==> src/design/ampb_pkg.sv <==
`timescale 1ns / 1ps
`default_nettype none
// ----------------------------------------------------------------------------
// ampb_pkg
// Shared types, constants and helpers of the min/max peak binner.
// ----------------------------------------------------------------------------
package ampb_pkg;

  // default sizes handed to the top level
  localparam int unsigned CoarseRatioDef  = 64;
  localparam int unsigned BinIndexBitsDef = 24;

  // fixed field widths
  localparam int unsigned SampleW    = 16;
  localparam int unsigned BinNumberW = 24;
  localparam int unsigned FramesW    = 11;
  localparam int unsigned ChanW      = 2;
  localparam int unsigned FrameCntW  = 10;
  localparam int unsigned CfgIdxW    = 1;
  localparam int unsigned CfgDataW   = 11;

  // bin length limits
  localparam logic [FramesW-1:0] MinBinLen = 11'd1;
  localparam logic [FramesW-1:0] MaxBinLen = 11'd1024;

  // register reset values
  localparam logic [FramesW-1:0] FramesPerBinRst = 11'd96;
  localparam logic [ChanW-1:0]   ChannelCountRst = 2'd2;

  // result queue
  localparam int unsigned FifoDepth = 4;
  localparam int unsigned FifoPtrW  = 2;
  localparam int unsigned FifoCntW  = 3;

  // empty accumulator markers
  localparam logic signed [SampleW-1:0] EmptyMax = 16'sh8000;
  localparam logic signed [SampleW-1:0] EmptyMin = 16'sh7fff;

  typedef enum logic {
    CmdFrame = 1'b0,
    CmdFlush = 1'b1
  } cmd_e;

  typedef enum logic {
    LevelFine   = 1'b0,
    LevelCoarse = 1'b1
  } level_e;

  typedef enum logic [CfgIdxW-1:0] {
    RegFramesPerBin = 1'b0,
    RegChannelCount = 1'b1
  } cfg_reg_e;

  typedef struct packed {
    level_e                    level;
    logic [BinNumberW-1:0]     bin_number;
    logic signed [SampleW-1:0] max_first;
    logic signed [SampleW-1:0] min_first;
    logic signed [SampleW-1:0] max_second;
    logic signed [SampleW-1:0] min_second;
    logic                      last;
  } result_t;

  // results of one item: fine result first, coarse result second
  typedef struct packed {
    logic [1:0] count;
    result_t    fine;
    result_t    coarse;
  } push_t;

  // build a result, masking the second channel when mono
  function automatic result_t make_result(
    input level_e                    level,
    input logic [BinNumberW-1:0]     bin_number,
    input logic signed [SampleW-1:0] mx0,
    input logic signed [SampleW-1:0] mn0,
    input logic signed [SampleW-1:0] mx1,
    input logic signed [SampleW-1:0] mn1,
    input logic                      stereo,
    input logic                      last
  );
    result_t r;
    r.level      = level;
    r.bin_number = bin_number;
    r.max_first  = mx0;
    r.min_first  = mn0;
    r.max_second = stereo ? mx1 : EmptyMax;
    r.min_second = stereo ? mn1 : EmptyMin;
    r.last       = last;
    return r;
  endfunction

endpackage
`default_nettype wire

==> src/design/audio_min_max_peak_binner.sv <==
`timescale 1ns / 1ps
`default_nettype none
// ----------------------------------------------------------------------------
// audio_min_max_peak_binner
// Min/max peak binner for one- or two-channel 16-bit audio frames, with fine
// and coarse bins and a flush command.
// ----------------------------------------------------------------------------
//  channel   direction  handshake               payload
//  in        to block   in_valid_i/in_ready_o   cmd, sample_first, sample_second
//  out       from block out_valid_o/out_ready_i level, bin_number, peaks, last
//  cfg       to block   cfg_we_i                cfg_idx_i, cfg_data_i
//
//  One item per cycle while the queue has room; items are registered, then
//  their results are written into the four-entry result queue. A flush or a
//  frame closing a coarse bin gives two results, which leave one at a time.
//  Input stalls while an item is held and the queue has fewer than two free
//  entries. Reset empties all accumulators and counters at once.
// ----------------------------------------------------------------------------
module audio_min_max_peak_binner #(
  parameter int unsigned CoarseRatio  = ampb_pkg::CoarseRatioDef,
  parameter int unsigned BinIndexBits = ampb_pkg::BinIndexBitsDef
) (
  input  wire logic                                   clk_i,
  input  wire logic                                   rst_ni,
  input  wire logic                                   cfg_we_i,
  input  wire logic [ampb_pkg::CfgIdxW-1:0]           cfg_idx_i,
  input  wire logic [ampb_pkg::CfgDataW-1:0]          cfg_data_i,
  input  wire logic                                   in_valid_i,
  output logic                                        in_ready_o,
  input  wire logic                                   cmd_i,
  input  wire logic signed [ampb_pkg::SampleW-1:0]    sample_first_i,
  input  wire logic signed [ampb_pkg::SampleW-1:0]    sample_second_i,
  output logic                                        out_valid_o,
  input  wire logic                                   out_ready_i,
  output logic                                        level_o,
  output logic [ampb_pkg::BinNumberW-1:0]             bin_number_o,
  output logic signed [ampb_pkg::SampleW-1:0]         peak_max_first_o,
  output logic signed [ampb_pkg::SampleW-1:0]         peak_min_first_o,
  output logic signed [ampb_pkg::SampleW-1:0]         peak_max_second_o,
  output logic signed [ampb_pkg::SampleW-1:0]         peak_min_second_o,
  output logic                                        last_of_run_o
);

  ampb_pkg::push_t   push;
  ampb_pkg::result_t res;
  logic              push_ok;

  // binning core
  ampb_core #(
    .CoarseRatio  (CoarseRatio),
    .BinIndexBits (BinIndexBits)
  ) u_core (
    .clk_i           (clk_i),
    .rst_ni          (rst_ni),
    .cfg_we_i        (cfg_we_i),
    .cfg_idx_i       (cfg_idx_i),
    .cfg_data_i      (cfg_data_i),
    .in_valid_i      (in_valid_i),
    .in_ready_o      (in_ready_o),
    .cmd_i           (cmd_i),
    .sample_first_i  (sample_first_i),
    .sample_second_i (sample_second_i),
    .push_ok_i       (push_ok),
    .push_o          (push)
  );

  // result queue
  ampb_result_fifo u_fifo (
    .clk_i       (clk_i),
    .rst_ni      (rst_ni),
    .push_i      (push),
    .push_ok_o   (push_ok),
    .out_valid_o (out_valid_o),
    .out_ready_i (out_ready_i),
    .out_o       (res)
  );

  // result fields to ports
  assign level_o           = res.level;
  assign bin_number_o      = res.bin_number;
  assign peak_max_first_o  = res.max_first;
  assign peak_min_first_o  = res.min_first;
  assign peak_max_second_o = res.max_second;
  assign peak_min_second_o = res.min_second;
  assign last_of_run_o     = res.last;

endmodule
`default_nettype wire

==> src/design/ampb_core.sv <==
`timescale 1ns / 1ps
`default_nettype none
// ----------------------------------------------------------------------------
// ampb_core
// Input register, configuration registers, peak accumulators and bin
// counters. Produces up to two results per item toward the result queue.
// ----------------------------------------------------------------------------
module ampb_core #(
  parameter int unsigned CoarseRatio  = ampb_pkg::CoarseRatioDef,
  parameter int unsigned BinIndexBits = ampb_pkg::BinIndexBitsDef
) (
  input  wire logic                                 clk_i,
  input  wire logic                                 rst_ni,
  // configuration writes
  input  wire logic                                 cfg_we_i,
  input  wire logic [ampb_pkg::CfgIdxW-1:0]         cfg_idx_i,
  input  wire logic [ampb_pkg::CfgDataW-1:0]        cfg_data_i,
  // input items
  input  wire logic                                 in_valid_i,
  output logic                                      in_ready_o,
  input  wire logic                                 cmd_i,
  input  wire logic signed [ampb_pkg::SampleW-1:0]  sample_first_i,
  input  wire logic signed [ampb_pkg::SampleW-1:0]  sample_second_i,
  // results toward the queue
  input  wire logic                                 push_ok_i,
  output ampb_pkg::push_t                           push_o
);

  localparam int unsigned CntW = $clog2(CoarseRatio);

  // configuration registers
  logic [ampb_pkg::FramesW-1:0] frames_per_bin_q;
  logic [ampb_pkg::ChanW-1:0]   channel_count_q;

  // input register
  logic                                stg_valid_q, stg_valid_d;
  ampb_pkg::cmd_e                      stg_cmd_q;
  logic signed [ampb_pkg::SampleW-1:0] stg_s0_q, stg_s1_q;

  // accumulators and counters
  logic signed [ampb_pkg::SampleW-1:0] fine_max_q[2], fine_min_q[2];
  logic signed [ampb_pkg::SampleW-1:0] coarse_max_q[2], coarse_min_q[2];
  logic [ampb_pkg::FrameCntW-1:0]      frame_in_bin_q;
  logic [CntW-1:0]                     bin_in_coarse_q;
  logic [BinIndexBits-1:0]             fine_idx_q, coarse_idx_q;

  logic signed [ampb_pkg::SampleW-1:0] fine_max_upd[2], fine_min_upd[2];
  logic signed [ampb_pkg::SampleW-1:0] coarse_max_upd[2], coarse_min_upd[2];
  logic signed [ampb_pkg::SampleW-1:0] smp[2];

  logic                          advance, is_frame, stereo;
  logic [ampb_pkg::FramesW-1:0]  bin_len, frame_inc;
  logic [CntW:0]                 bic_inc;
  logic                          fine_close, coarse_close, fine_emit, coarse_emit;
  logic [BinIndexBits+ampb_pkg::BinNumberW-1:0] fine_idx_wide, coarse_idx_wide;

  // configuration write port
  always_ff @(posedge clk_i or negedge rst_ni) begin
    if (!rst_ni) begin
      frames_per_bin_q <= ampb_pkg::FramesPerBinRst;
      channel_count_q  <= ampb_pkg::ChannelCountRst;
    end else if (cfg_we_i) begin
      unique case (ampb_pkg::cfg_reg_e'(cfg_idx_i))
        ampb_pkg::RegFramesPerBin: frames_per_bin_q <= cfg_data_i;
        ampb_pkg::RegChannelCount: channel_count_q  <= cfg_data_i[ampb_pkg::ChanW-1:0];
        default: ;
      endcase
    end
  end

  // input register handshake
  assign advance     = stg_valid_q && push_ok_i;
  assign in_ready_o  = !stg_valid_q || push_ok_i;
  assign stg_valid_d = (in_valid_i && in_ready_o) || (stg_valid_q && !advance);

  always_ff @(posedge clk_i or negedge rst_ni) begin
    if (!rst_ni) begin
      stg_valid_q <= 1'b0;
    end else begin
      stg_valid_q <= stg_valid_d;
    end
  end

  always_ff @(posedge clk_i) begin
    if (in_valid_i && in_ready_o) begin
      stg_cmd_q <= ampb_pkg::cmd_e'(cmd_i);
      stg_s0_q  <= sample_first_i;
      stg_s1_q  <= sample_second_i;
    end
  end

  // peak update for the registered frame
  assign is_frame = (stg_cmd_q == ampb_pkg::CmdFrame);
  assign stereo   = channel_count_q[1];
  assign smp[0]   = stg_s0_q;
  assign smp[1]   = stg_s1_q;

  always_comb begin
    for (int c = 0; c < 2; c++) begin
      fine_max_upd[c]   = fine_max_q[c];
      fine_min_upd[c]   = fine_min_q[c];
      coarse_max_upd[c] = coarse_max_q[c];
      coarse_min_upd[c] = coarse_min_q[c];
      if (is_frame && (c == 0 || stereo)) begin
        if (smp[c] > fine_max_q[c])   fine_max_upd[c]   = smp[c];
        if (smp[c] < fine_min_q[c])   fine_min_upd[c]   = smp[c];
        if (smp[c] > coarse_max_q[c]) coarse_max_upd[c] = smp[c];
        if (smp[c] < coarse_min_q[c]) coarse_min_upd[c] = smp[c];
      end
    end
  end

  // bin length clamp and bin closing
  always_comb begin
    priority if (frames_per_bin_q == '0) begin
      bin_len = ampb_pkg::MinBinLen;
    end else if (frames_per_bin_q > ampb_pkg::MaxBinLen) begin
      bin_len = ampb_pkg::MaxBinLen;
    end else begin
      bin_len = frames_per_bin_q;
    end
  end

  assign frame_inc    = {1'b0, frame_in_bin_q} + ampb_pkg::FramesW'(1);
  assign bic_inc      = {1'b0, bin_in_coarse_q} + (CntW+1)'(1);
  assign fine_close   = is_frame && (frame_inc >= bin_len);
  assign coarse_close = fine_close && (bic_inc >= (CntW+1)'(CoarseRatio));
  assign fine_emit    = !is_frame || fine_close;
  assign coarse_emit  = !is_frame || coarse_close;

  // results, bin numbers cut or extended to the port width
  assign fine_idx_wide   = {ampb_pkg::BinNumberW'(0), fine_idx_q};
  assign coarse_idx_wide = {ampb_pkg::BinNumberW'(0), coarse_idx_q};

  always_comb begin
    push_o.count = advance ? ({1'b0, fine_emit} + {1'b0, coarse_emit}) : 2'd0;
    push_o.fine  = ampb_pkg::make_result(ampb_pkg::LevelFine,
        fine_idx_wide[ampb_pkg::BinNumberW-1:0],
        fine_max_upd[0], fine_min_upd[0], fine_max_upd[1], fine_min_upd[1],
        stereo, !coarse_emit);
    push_o.coarse = ampb_pkg::make_result(ampb_pkg::LevelCoarse,
        coarse_idx_wide[ampb_pkg::BinNumberW-1:0],
        coarse_max_upd[0], coarse_min_upd[0], coarse_max_upd[1], coarse_min_upd[1],
        stereo, 1'b1);
  end

  // accumulator and counter state, touched only by frames
  always_ff @(posedge clk_i or negedge rst_ni) begin
    if (!rst_ni) begin
      for (int c = 0; c < 2; c++) begin
        fine_max_q[c]   <= ampb_pkg::EmptyMax;
        fine_min_q[c]   <= ampb_pkg::EmptyMin;
        coarse_max_q[c] <= ampb_pkg::EmptyMax;
        coarse_min_q[c] <= ampb_pkg::EmptyMin;
      end
      frame_in_bin_q  <= '0;
      bin_in_coarse_q <= '0;
      fine_idx_q      <= '0;
      coarse_idx_q    <= '0;
    end else if (advance && is_frame) begin
      for (int c = 0; c < 2; c++) begin
        fine_max_q[c]   <= fine_close   ? ampb_pkg::EmptyMax : fine_max_upd[c];
        fine_min_q[c]   <= fine_close   ? ampb_pkg::EmptyMin : fine_min_upd[c];
        coarse_max_q[c] <= coarse_close ? ampb_pkg::EmptyMax : coarse_max_upd[c];
        coarse_min_q[c] <= coarse_close ? ampb_pkg::EmptyMin : coarse_min_upd[c];
      end
      if (fine_close) begin
        frame_in_bin_q  <= '0;
        fine_idx_q      <= fine_idx_q + BinIndexBits'(1);
        bin_in_coarse_q <= coarse_close ? '0 : bic_inc[CntW-1:0];
        if (coarse_close) begin
          coarse_idx_q <= coarse_idx_q + BinIndexBits'(1);
        end
      end else begin
        frame_in_bin_q <= frame_inc[ampb_pkg::FrameCntW-1:0];
      end
    end
  end

  // a flush always yields both results
  a_flush_two: assert property (@(posedge clk_i) disable iff (!rst_ni)
    (advance && !is_frame) |-> (push_o.count == 2'd2))
    else $error("flush did not yield two results");

  // coarse bin counter stays inside the ratio
  a_bic_range: assert property (@(posedge clk_i) disable iff (!rst_ni)
    (32'(bin_in_coarse_q) < CoarseRatio))
    else $error("coarse bin counter out of range");

  // fine index advances by one exactly when a fine bin closes
  a_fine_idx: assert property (@(posedge clk_i) disable iff (!rst_ni)
    (advance && fine_close) |=> (fine_idx_q == $past(fine_idx_q) + BinIndexBits'(1)))
    else $error("fine bin index did not advance");

endmodule
`default_nettype wire

==> src/design/ampb_result_fifo.sv <==
`timescale 1ns / 1ps
`default_nettype none
// ----------------------------------------------------------------------------
// ampb_result_fifo
// Small result queue: takes up to two results per cycle, hands out one.
// ----------------------------------------------------------------------------
module ampb_result_fifo (
  input  wire logic            clk_i,
  input  wire logic            rst_ni,
  input  wire ampb_pkg::push_t push_i,
  output logic                 push_ok_o,
  output logic                 out_valid_o,
  input  wire logic            out_ready_i,
  output ampb_pkg::result_t    out_o
);

  ampb_pkg::result_t                 mem_q[ampb_pkg::FifoDepth];
  logic [ampb_pkg::FifoPtrW-1:0]     wr_ptr_q, rd_ptr_q, wr_ptr_nx;
  logic [ampb_pkg::FifoCntW-1:0]     count_q, count_d;
  logic                              pop;

  // room for a full pair of results, no matter what is taken this cycle
  assign push_ok_o   = count_q <= ampb_pkg::FifoCntW'(ampb_pkg::FifoDepth - 2);
  assign out_valid_o = count_q != '0;
  assign out_o       = mem_q[rd_ptr_q];
  assign pop         = out_valid_o && out_ready_i;
  assign wr_ptr_nx   = wr_ptr_q + ampb_pkg::FifoPtrW'(1);

  assign count_d = count_q + ampb_pkg::FifoCntW'(push_i.count)
                 - ampb_pkg::FifoCntW'(pop);

  // result storage
  always_ff @(posedge clk_i) begin
    if (push_i.count != 2'd0) begin
      mem_q[wr_ptr_q] <= push_i.fine;
    end
    if (push_i.count == 2'd2) begin
      mem_q[wr_ptr_nx] <= push_i.coarse;
    end
  end

  // pointers and fill count
  always_ff @(posedge clk_i or negedge rst_ni) begin
    if (!rst_ni) begin
      wr_ptr_q <= '0;
      rd_ptr_q <= '0;
      count_q  <= '0;
    end else begin
      wr_ptr_q <= wr_ptr_q + ampb_pkg::FifoPtrW'(push_i.count);
      if (pop) begin
        rd_ptr_q <= rd_ptr_q + ampb_pkg::FifoPtrW'(1);
      end
      count_q <= count_d;
    end
  end

  // results arrive only when a pair fits
  a_no_overflow: assert property (@(posedge clk_i) disable iff (!rst_ni)
    (push_i.count != 2'd0) |-> push_ok_o)
    else $error("result queue written without room");

endmodule
`default_nettype wire

==> config.mk <==
export PLATFORM = sky130hd
export DESIGN_NAME = audio_min_max_peak_binner
export DESIGN_NICKNAME = d
export VERILOG_FILES = /design/src/design/ampb_pkg.sv /design/src/design/audio_min_max_peak_binner.sv /design/src/design/ampb_core.sv /design/src/design/ampb_result_fifo.sv
export SDC_FILE = /design/constraint.sdc
export NUM_CORES = 1
export LEC_CHECK = 0
export ABC_AREA = 1
export ABC_CLOCK_PERIOD_IN_PS = 8100
export BUFFER_PORTS_ARGS = -buffer_cell sky130_fd_sc_hd__buf_2
export CELL_PAD_IN_SITES_DETAIL_PLACEMENT = 1
export CELL_PAD_IN_SITES_GLOBAL_PLACEMENT = 1
export CORE_MARGIN = 8
export CORE_UTILIZATION = 52
export CTS_CLUSTER_SIZE = 25
export DETAILED_ROUTE_END_ITERATION = 12
export PLACE_DENSITY_LB_ADDON = 0.1
export RECOVER_POWER = 50
export SYNTH_ARGS = -nofsm -noshare
export SYNTH_HDL_FRONTEND = slang
export SYNTH_SLANG_ARGS = --single-unit
==> constraint.sdc <==
create_clock -name clk_i -period 8.1 [get_ports clk_i]
set_input_delay 1.62 -clock clk_i [delete_from_list [all_inputs] [get_ports clk_i]]
set_output_delay 1.62 -clock clk_i [all_outputs]
set_load 0.05 [all_outputs]
==> impl_summary.txt <==
----------------------------------------------------
[Clocking]
  Clock root buffer ... clkbuf_16
  Post-cts sizing count ... 0
  Count of buffers added by post-CTS timing repair for setup ... 0
  Num CTS Buffers ... 70
  Clock insertion delay at the later pin of the skew report ... around 0.63 ns
  CTS sink cnt ... just over 600
  Buffer levels on the longest clock path ... 3
  Clock tree from TritonCTS ... done
  Worst-path clk slew ... approximately 0.06 ns
  CTS Hold Buffers Added ... 0
  Total number of H-tree levels ... 3

[Critical path]
  Worst R2R Start ... u_core.frame_in_bin_q[0]$_DFFE_PN0P_
  Critical Path Start Type ... flop
  R2R depth ... 25
  Required time of the critical path ... roughly 8.6 ns
  Largest fanout on the critical path ... 39
  Launching instance or port of the critical path ... u_core.frame_in_bin_q[0]$_DFFE_PN0P_
  Type of the setup path with the least slack ... flop to flop
  Arrival time reported for the critical path endpoint ... about 7.1 ns
  CP Capture Type ... flop

[Timing]
  Unrepaired setup endpoints after global routing ... false
  Setup tns final ... 0 ns
  Peak Freq ... roughly 150 MHz
  Number of hold violations in the final report ... 0
  Slew at the pin closest to its max-slew limit ... between 5 and 6 ns
  Worst slew slack as a fraction of its limit ... -264%
  Fraction of the cycle the final worst path needs ... approximately four fifths
  Final number of setup-violating endpoints ... 0
  Final clock skew ... approximately 0.024 ns
  Final-report max-slew violation count ... between 500 and 600
  Minimum clock period after layout ... 6.60 ns
  Worst hold margin ... ~0.46 ns

[Logic synthesis]
  Total of flip-flops plus latches after synthesis ... slightly above 600
  Number of enable-type register cells in the synthesized netlist ... between 300 and 400
  Mapped Avg Cell Area ... around 8.6 um^2
  Count of cell types in the netlist ... 41
  Cell Area, Synth ... 0.0340 mm^2
  Most numerous cell types in the synthesized netlist ... nand2_1, nand3_1, edfxtp_1
  Leading register cell type out of synthesis ... edfxtp_1
  Count of yosys warnings during synthesis ... 0
  Most numerous cell in the Yosys netlist ... nand2_1
  Area share of the largest cell type after synthesis ... around 34%
  Syn Nets ... 4158
  Gate count of the mapped netlist ... between 3000 and 4000
  Async SR Flop Fraction ... between 30% and 40%
  Top area cells in the synthesized netlist ... edfxtp_1, dfrtp_1, nand2_1
  Dominant cell type by area after synthesis ... edfxtp_1
  Sequential fraction of the synthesis area ... between 50% and 60%

[GRT]
  Largest net degree at the start of global routing ... between 100 and 150
  Total global routing overflow ... 0
  Antenna violations before repair ... 4
  GR Util All Layers ... 32.0%
  Global-route wire length before repair ... between 150000 and 200000 um
  Vias in the first global route ... around 32000

[Hold path]
  Min-delay src ... u_fifo.mem_q[1][89]$_SDFFE_PP1N_
  Worst hold path cell count ... 2
  Min-delay worst type ... flop to flop

[Final layout]
  Post-layout nets ... between 4000 and 5000
  Area growth, synth to finish ... 10.1%
  Count of fill cells added during filler insertion ... between 7000 and 8000
  Inserted Diodes ... 0
  Layout cells sized above 1 ... a little under a tenth

[Status]
  Violations in the final reports ... max-capacitance violations, max-slew violations
  Status ... complete, but fails checks

[Die]
  Floorplan die height ... between 200 and 300 um
  Effective utilization at floorplan ... between 50% and 60%
  Placeable core area ... ~0.065 mm^2
  Std cell rows ... 93
  Die Footprint ... between 0.07 and 0.08 mm^2
  Horizontal extent of the die ... about 270 um
  Io pins ... 142

[Routing]
  Drt first pass iters ... 5
  Average via count per standard cell ... roughly 6.3
  Detail-routed net length per standard cell ... around 25 um
  Final wirelength ... 121000 um
  Post-route antenna net violation count ... 0
  Total DRC errors in the routed layout ... 0
  Detailed-route via count ... roughly 31000
  Detailed Route Iter0 Violations ... approximately 2700

[Power and ir drop]
  Clock network fraction of total power ... about a fifth
  Part of the total power dissipated in sequential elements ... between 20% and 30%
  Power density normalized to cell area ... about 440 mW/mm^2
  Total internal power ... ~0.008 W
  IR Drop Worst-Case VDD ... ~0.27 mV
  Share of total power consumed by net switching ... approximately half
  Leakage ... roughly 16 nW
  Share of total power in combinational logic ... between 50% and 60%
  Switching component of the power ... around 0.0083 W

[Placed design]
  Port bufs ... about 140
  Half-perimeter wire length after placement ... 77300 um
  Weighted congestion at the end of routability-driven global placement ... roughly 0.87

[Flow run]
  Maximum Capacitance Violations ... 11

----------------------------------------------------
==> worst max-delay path, stage by stage (launching register included) <==
cell,delay (ns)
dfrtp_1,0.41
ha_1,0.21
nand2_1,0.09
nor2_1,0.17
nand2_1,0.08
xor2_1,0.19
inv_1,0.06
ha_1,0.30
nand2_1,0.09
nor3_1,0.20
nand4_1,0.10
nand4_1,0.08
clkbuf_1,0.56
nand2_1,0.30
nand2_1,0.35
ha_1,0.21
inv_1,0.04
nor2_1,0.30
inv_2,0.08
nor2_2,0.18
nand2_1,0.43
buf_4,0.38
inv_2,0.80
buf_4,0.50
nand4_1,0.16
nand2_1,0.13
==> metal layers <==
layer	share of wire, %	GRT usage, %	up-vias
li1	-	-	13900
met1	41	42.0	15600
met2	47	52.2	1339
met3	8.1	5.78	296
met4	3.6	12.9	4
met5	0.020	0	-
==> path summary, 6_finish.rpt <==
kind	endpoint	slack, ns
max reg2reg	u_fifo.mem_q[2][31]$_DFFE_PP_	1.50
max in group asynchronous	u_core.coarse_min_q[31]$_DFFE_PN0P_	2.02
min	u_fifo.mem_q[1][89]$_SDFFE_PP1N_	0.46
min reg2reg	u_fifo.mem_q[1][89]$_SDFFE_PP1N_	0.46
min in group asynchronous	u_core.coarse_max_q[13]$_DFFE_PN0P_	2.91
max	u_fifo.mem_q[2][31]$_DFFE_PP_	1.50
==> flip-flops by register name, summed over array words and instances, names as in the netlist <==
signal,cells
u_core.bin_in_coarse_q,6
u_core.channel_count_q,1
u_core.coarse_idx_q,24
u_core.coarse_max_q,32
u_core.coarse_min_q,32
u_core.fine_idx_q,24
u_core.fine_max_q,32
u_core.fine_min_q,32
u_core.frame_in_bin_q,10
u_core.frames_per_bin_q,11
u_core.stg_cmd_q,1
u_core.stg_s0_q,16
u_core.stg_s1_q,16
u_core.stg_valid_q,1
u_fifo.count_q,3
u_fifo.mem_q,360
u_fifo.rd_ptr_q,2
u_fifo.wr_ptr_q,2
==> cells in the final DEF (no fill, tap or decap), types with 9 or more instances in the layout <==
cell type	instances
clkbuf_16	70
o21ai_0	292
clkinv_1	16
o22ai_1	190
edfxtp_1	385
nor2_1	260
nor4_1	9
inv_1	346
dfrtp_1	144
a21oi_1	55
nand2_1	897
nor3_1	34
nand4_1	270
inv_2	13
nand3_1	485
ha_1	144
dfstp_2	66
buf_4	42
mux2_2	9
clkbuf_1	60
xor2_1	57
buf_2	108
==> stage by stage <==
step	instances	worst slack (ns)	power [W]	area [um^2]	util (%)
CTS	4913	2.42	0.0164	37500	58.1
floorplan	3963	2.83	0.0105	34000	-
finish	4913	1.50	0.0164	37400	57.9
global placement	4783	2.61	0.0129	35300	54.6
detailed placement	4783	2.48	0.0131	35300	54.6
global route	4913	1.05	0.0172	37400	57.9
==> cells by family (layout without fill, tap and decap cells) <==
family	count (synthesis)	after routing	share of synthesized area (%)
AOI/OAI and AO/OA	566	566	9.25
xor gates and xnor gates	60	60	1.55
adders and majority gates	145	145	5.36
buffers and inverters	592	687	6.90
DFF	605	605	50.4
muxes	9	9	0.298
and+or+nand+nor	1986	1986	26.3
==> power groups by stage <==
stage / sequential (W) / combinational [W] / clock, W
floorplan: 0.00475 / 0.00570 / 0
global placement: 0.00489 / 0.00798 / 0
detailed placement: 0.00493 / 0.00819 / 0
CTS: 0.00488 / 0.00828 / 0.00319
global route: 0.00497 / 0.00898 / 0.00330
finish: 0.00490 / 0.00832 / 0.00317
==> area by class of cell <==
type | instances | area [um^2] | area share [%]
Inverter | 363 | 1370 | 3.65
Tap cell | 855 | 1070 | 2.86
Clock inverter | 35 | 352 | 0.940
Multi-Input combinational cell | 2766 | 14600 | 38.9
Timing Repair Buffer | 194 | 1040 | 2.78
Sequential cell | 605 | 17100 | 45.8
Clock buffer | 95 | 1910 | 5.10
No activity file was read; power rests on OpenSTA's default activity.
